$ cat config.mk
export PLATFORM = sky130hd
export DESIGN_NAME = ffa_cell
export DESIGN_NICKNAME = d
export VERILOG_FILES = /design/src/ffa_pkg.sv /design/src/ffa_cell.sv
export SDC_FILE = /design/constraint.sdc
export NUM_CORES = 1
export LEC_CHECK = 0
export ABC_AREA = 1
export BUFFER_PORTS_ARGS = -buffer_cell sky130_fd_sc_hd__buf_2
export CORE_UTILIZATION = 57
export CTS_BUF_LIST = sky130_fd_sc_hd__clkbuf_8
export DETAILED_ROUTE_END_ITERATION = 16
export GPL_TIMING_DRIVEN = 0
export PLACE_DENSITY = 0.9
export SLEW_MARGIN = 5
export SYNTH_ARGS = -nofsm -noshare
export SYNTH_HDL_FRONTEND = slang
export SYNTH_SLANG_ARGS = --single-unit
$ cat constraint.sdc
create_clock -name clk -period 5.25 [get_ports clk]
set_clock_uncertainty 0.1 [all_clocks]
set_input_delay 0.7875 -clock clk [delete_from_list [all_inputs] [get_ports clk]]
set_output_delay 0.7875 -clock clk [all_outputs]
set_load 0.005 [all_outputs]
$ cat src/ffa_pkg.sv
// Shared constants, types and codes for the first-fit heap allocator.
package ffa_pkg;

    localparam int unsigned HEAP_MAX_BYTES = 65536;
    localparam int unsigned HEADER_BYTES   = 24;
    localparam int unsigned NUM_CELLS      = 64;
    localparam int unsigned IDX_W          = 7;
    localparam int unsigned SEL_W          = 6;
    localparam int unsigned ADDR_W         = 16;
    localparam int unsigned SIZE_W         = 17;
    localparam int unsigned SUM_W          = 18;
    localparam int unsigned STORE_DEPTH    = HEAP_MAX_BYTES / 8;
    localparam int unsigned STORE_AW       = 13;

    localparam logic [SIZE_W-1:0] HDR_SZ    = SIZE_W'(HEADER_BYTES);
    localparam logic [SUM_W-1:0]  HDR_SUM   = SUM_W'(HEADER_BYTES);
    localparam logic [SIZE_W-1:0] HEAP_MIN  = SIZE_W'(64);
    localparam logic [SIZE_W-1:0] HEAP_LIM  = SIZE_W'(HEAP_MAX_BYTES);

    localparam logic [1:0] ST_DONE = 2'd0;
    localparam logic [1:0] ST_OOM  = 2'd1;
    localparam logic [1:0] ST_FULL = 2'd2;

    typedef struct packed {
        logic              valid;
        logic [ADDR_W-1:0] start;
        logic [SIZE_W-1:0] size;
    } ext_t;

    typedef struct packed {
        logic              init;
        logic              shl;
        logic              shr;
        logic [IDX_W-1:0]  sh_idx;
        logic              wr;
        logic [IDX_W-1:0]  wr_idx;
        logic [ADDR_W-1:0] wr_start;
        logic [SIZE_W-1:0] wr_size;
    } cell_cmd_t;

    typedef struct packed {
        logic [SIZE_W-1:0] rsize;
        logic [SIZE_W-1:0] heap;
        logic [ADDR_W-1:0] h;
        logic [SUM_W-1:0]  endv;
    } cell_key_t;

    typedef struct packed {
        logic fit;
        logic lt;
        logic la;
        logic ra;
        logic ovl;
    } cell_flag_t;

endpackage

$ cat src/ffa_cell.sv
// One free-extent cell: holds an extent, compares it against the key, shifts with neighbours.
module ffa_cell
    import ffa_pkg::*;
(
    input  logic             clk,
    input  logic             rst_n,
    input  logic [IDX_W-1:0] pos,
    input  cell_cmd_t        cmd,
    input  cell_key_t        key,
    input  ext_t             left,
    input  ext_t             right,
    output ext_t             cur,
    output cell_flag_t       flag
);

    ext_t ext_reg;
    ext_t ext_next;
    logic [SUM_W-1:0] ext_end;
    logic [SUM_W-1:0] start_w;

    assign cur     = ext_reg;
    assign start_w = SUM_W'(ext_reg.start);
    assign ext_end = start_w + HDR_SUM + SUM_W'(ext_reg.size);

    always_comb
    begin
        flag.fit = ext_reg.valid && (ext_reg.size >= key.rsize)
                   && ((SIZE_W'(ext_reg.start) + HDR_SZ) < key.heap);
        flag.lt  = ext_reg.valid && (ext_reg.start < key.h);
        flag.la  = ext_reg.valid && (ext_end == SUM_W'(key.h));
        flag.ra  = ext_reg.valid && (start_w == key.endv);
        flag.ovl = ext_reg.valid && (SUM_W'(key.h) < ext_end) && (start_w < key.endv);
    end

    always_comb
    begin
        ext_next = ext_reg;
        if (cmd.init)
        begin
            ext_next.valid = (pos == '0);
            ext_next.start = '0;
            ext_next.size  = (pos == '0) ? cmd.wr_size : '0;
        end
        else if (cmd.shl && pos >= cmd.sh_idx)
        begin
            ext_next = right;
        end
        else if (cmd.shr && pos > cmd.sh_idx)
        begin
            ext_next = left;
        end
        else if (cmd.wr && pos == cmd.wr_idx)
        begin
            ext_next.valid = 1'b1;
            ext_next.start = cmd.wr_start;
            ext_next.size  = cmd.wr_size;
        end
    end

    always_ff @(posedge clk or negedge rst_n)
    begin
        if (!rst_n)
        begin
            ext_reg <= '0;
        end
        else
        begin
            ext_reg <= ext_next;
        end
    end

endmodule

; ---- Word level (Yosys, flattened, before mapping)
; Cells that the tools add are included.
[classes]
n_addsub = 3
order_cmp = 7
eq_ne = 3
muxes = 5
reduce_logical = 12
[ops]
columns = cell, n
row1 = $mux 34, 4
row2 = $lt 16x18->1, 2
row3 = $add 16x5->17 const B, 2
row4 = $add 17x17->18, 1
row5 = $eq 16x18->1, 1
row6 = $eq 18x16->1, 1
row7 = $ge 17x17->1, 1
row8 = $lt 17x17->1, 1
row9 = $mux 17, 1
row10 = $lt 16x16->1, 1
row11 = $logic_and 1x1->1, 10
row12 = $eq 7x7->1, 1
row13 = $ge 7x7->1, 1
row14 = $gt 7x7->1, 1
row15 = $logic_not 7->1, 1
row16 = $reduce_bool 4->1, 1
[totals]
reg_bits = 34
output_inout_bits = 39

; ---- Logic depth before layout (Yosys ltp)
[logic_depth]
ltp_word = 6
mapped_depth = 20

; ---- Worst setup path after synthesis
; OpenSTA, ideal clock, no wires.
[synth_timing]
kind = reg-to-output
from = register ext_reg, in the netlist cur[18]
to = output port flag[2] in the netlist's numbering
arrival_ns = 2.733
t_required_ns = 4.363
path_slack_ns = 1.630
stages_incl_launch_ff = 15
n_path_buf = 0
cell_sequence = dfrtp_1 > ha_1 > ha_1 > fa_1 > nand2_1 > nand2_1 > nand3_1 > nand2_1 > a31oi_1 > xor2_1 > ha_1 > inv_1 > nor3_1 > nand4_1 > nor3_1
[synth_lines]
columns = element, line
row1 = from (decl), ffa_cell.sv:16  ; ext_t ext_reg;
row2 = from (signal assigned), ffa_cell.sv:68  ; ext_reg <= ext_next;
row3 = to (decl), ffa_cell.sv:13  ; output cell_flag_t flag

==> reports/results.tsv <==
stage	metric	value	unit
synthesis	yosysTopAreaCell	ha_1	
synthesis	synth-edff-count	0	
routing	drt_first_iter_violations	414	
worst_setup_path	critPathLaunchType	flop	
placed_design	pre_cts_ws	1.21	ns
finish	fin_util	0.724	
synthesis	seq_area_frac_synth	0.132	
sta	finalCriticalPeriod	4.35	ns
synthesis	netlist_top_cells_count	nand2_1, inv_1, ha_1, nand3_1, nor2_1	
placed_design	hpwlAfterDp	16600	um
sta	setup_ws	0.900	ns
sta	rsz0062_at_grt	false	
worst_setup_path	worst-path-buf-inv	2	
routing	wl_per_cell	13.6	um
worst_setup_path	cp_cell_sequence	ha_1, ha_1, a21oi_1, a21boi_0, nand2_1, a31oi_1, xor2_1, ha_1, inv_1, nor3_1, nand4_1, nor3_1, buf_2	
grt	grt_pass1_vias	7072	
flow_run	cap_violations	0	
grt	grt_util_met1	0.389	
worst_setup_path	crit_top_cell	ha_1	
routing	first_pass_iters	5	
finish	final_nets	1601	
synthesis	synthTopCellsByArea	ha_1, nand2_1, dfrtp_1	
power	p_per_area	212	mW/mm^2
synthesis	synthFlopType	dfrtp_1	
clock_network	cts_hold_buffers	0	
synthesis	async_flop_share	1.00	
floorplanning	rows	38	
sta	relSlewSlack	0.459	
clock_network	cts_resized	0	
worst_setup_path	critPathKind	flop to output pin	
worst_setup_path	cp_max_fo	8	
grt	grt_pass1_wl	31100	um
finish	fill_cells	986	
worst_setup_path	cp.arrival	3.46	ns
sta	fin_crit_sh	0.829	
routing	drt_wl_total	19300	um
clock_network	clkLatencyLatePin	0.29	ns
worst_setup_path	critPathMaxStageDelay	0.63	ns
synthesis	synth-seq-cells	34	
clock_network	cts_htree_levels	2	
sta	fmaxAchievable	230	MHz
worst_setup_path	cp-startpoint	cur[25]	
clock_network	clk_pin_slew	0.07	ns
placed_design	placed_area	0.00780	mm^2
grt	grtUsageMet2	0.596	
power	ir_drop	113	uV
synthesis	yosys_warnings	0	
grt	track_usage	0.333	
placed_design	portBuffers	233	
floorplanning	die_x	108	um
grt	busiest_layer	met2	
status	outcome	completed	
synthesis	syn_nets	1361	
worst_setup_path	cpMaxStageDelayCell	dfrtp_1	
grt	met3_usage	0.0446	
routing	drc	0	
finish	antenna_cells	0	
clock_network	numCtsBuffers	5	
floorplanning	io-pin-count	235	
grt	grt_max_degree	35	
worst_setup_path	worstPathRequired	4.36	ns
clock_network	post_cts_buffers	0	
clock_network	cts_root_buffer	clkbuf_8	
finish	area_growth_syn_to_layout	22.5	%
power	p_leak	5.10	nW
sta	hold_violations	0	
worst_setup_path	timing.rr.start	cur[22]	
clock_network	cts_sinks	34	
placed_design	place_congestion	0.938	
worst_hold_path	hold_path_class	primary input to asynchronous set/reset pin	
routing	antenna_left	0	
finish	largest_reg_flops	34	
floorplanning	core_area	0.0109	mm^2
synthesis	netlist_area	0.00646	mm^2
clock_network	cts_tree	yes	
synthesis	synth.avg_cell_area	6.19	um^2
routing	via_per_inst	5.31	
synthesis	synthCells	1044	
grt	grt_antenna_before_repair	0	
synthesis	synth_top_area_share	0.233	
routing	vias	7561	
clock_network	cts.path.max_buffers	2	
sta	fin_tns_setup	0	ns
power	totalPowerFinal	1.68	mW
floorplanning	die_h	108	um
synthesis	yosysMostFrequentCell	nand2_1	
worst_setup_path	cp-end-kind	output pin	
worst_setup_path	critical-path-top-delay-family	adder cells	
grt	grt-ovfl-total	0	
sta	drv_slew	0	
finish	fin_area	0.00791	mm^2
finish	layout-drive-gt1-share	0.219	
floorplanning	start_util	0.591	
synthesis	synth_cell_type_count	41	
sta	worst_pin_slew	0.804	ns
sta	setup_violations	0	
floorplanning	dieArea	0.0118	mm^2
[metal layers]
layer | routed length, um | part of all wire
met4 | 749 | 0.039
met3 | 1520 | 0.079
met2 | 9030 | 0.47
met5 | 0 | 0
met1 | 8030 | 0.42
[where the power goes]
group | total, mW | internal (mW) | switching [mW]
logic | 1.05 | 0.448 | 0.598
clock network | 0.239 | 0.141 | 0.0977
registers | 0.395 | 0.300 | 0.0951
total | 1.68 | 0.889 | 0.791
[final timing paths]
| path | slack [ns] | cells past startpoint | end |
|---|---|---|---|
| worst max-delay path | 0.90 | 13 | flag[2] |
| worst min-delay path | 0.45 | 1 | cur[14] |
| worst max register to register | 4.11 | 2 | cur[22] |
| worst min register to register | 0.54 | 2 | cur[5] |
| max in group asynchronous | 4.13 | 1 | cur[22] |
| min in group clk | 0.54 | 2 | cur[5] |
[cells by family (layout without fill, tap and decap cells)]
logic type | Yosys count | in the layout | synth area share
AOI/OAI and AO/OA | 102 | 102 | 0.0889
xor gates and xnor gates | 21 | 21 | 0.0285
adders and majority gates | 121 | 121 | 0.236
buffers and inverters | 243 | 484 | 0.152
DFF | 34 | 34 | 0.132
and+or+nand+nor | 523 | 523 | 0.364
[area by class of cell]
class | count | area (um^2) | area share
clock inverter | 3 | 45.0 | 0.00569
clock buffer | 5 | 68.8 | 0.00870
tap | 140 | 175 | 0.0221
sequential | 34 | 851 | 0.108
inverter | 209 | 785 | 0.0991
timing repair buffer | 233 | 1170 | 0.147
multi-input combinational | 767 | 4630 | 0.585
buffer | 34 | 194 | 0.0245
[per-stage QoR]
stage          hold slack (ns)  instances
5_1_grt                  0.513       1425
4_1_cts                  0.479       1425
6_report                 0.449       1425
3_5_place_dp             0.542       1417
2_1_floorplan            0.392       1044
3_3_place_gp             0.527       1417
[cell usage in the layout (no fill, tap or decap), types with 11 or more instances in the layout]
cell type  Yosys  routed
a21oi_1       50      50
buf_2         17     250
dfrtp_1       34      34
ha_1         120     120
inv_1        203     203
nand2_1      262     262
nand3_1      120     120
nand3b_1      25      25
nand4_1       27      27
nor2_1        69      69
o21ai_0       24      24
xor2_1        11      11
Power figures use the tool's default switching activity.
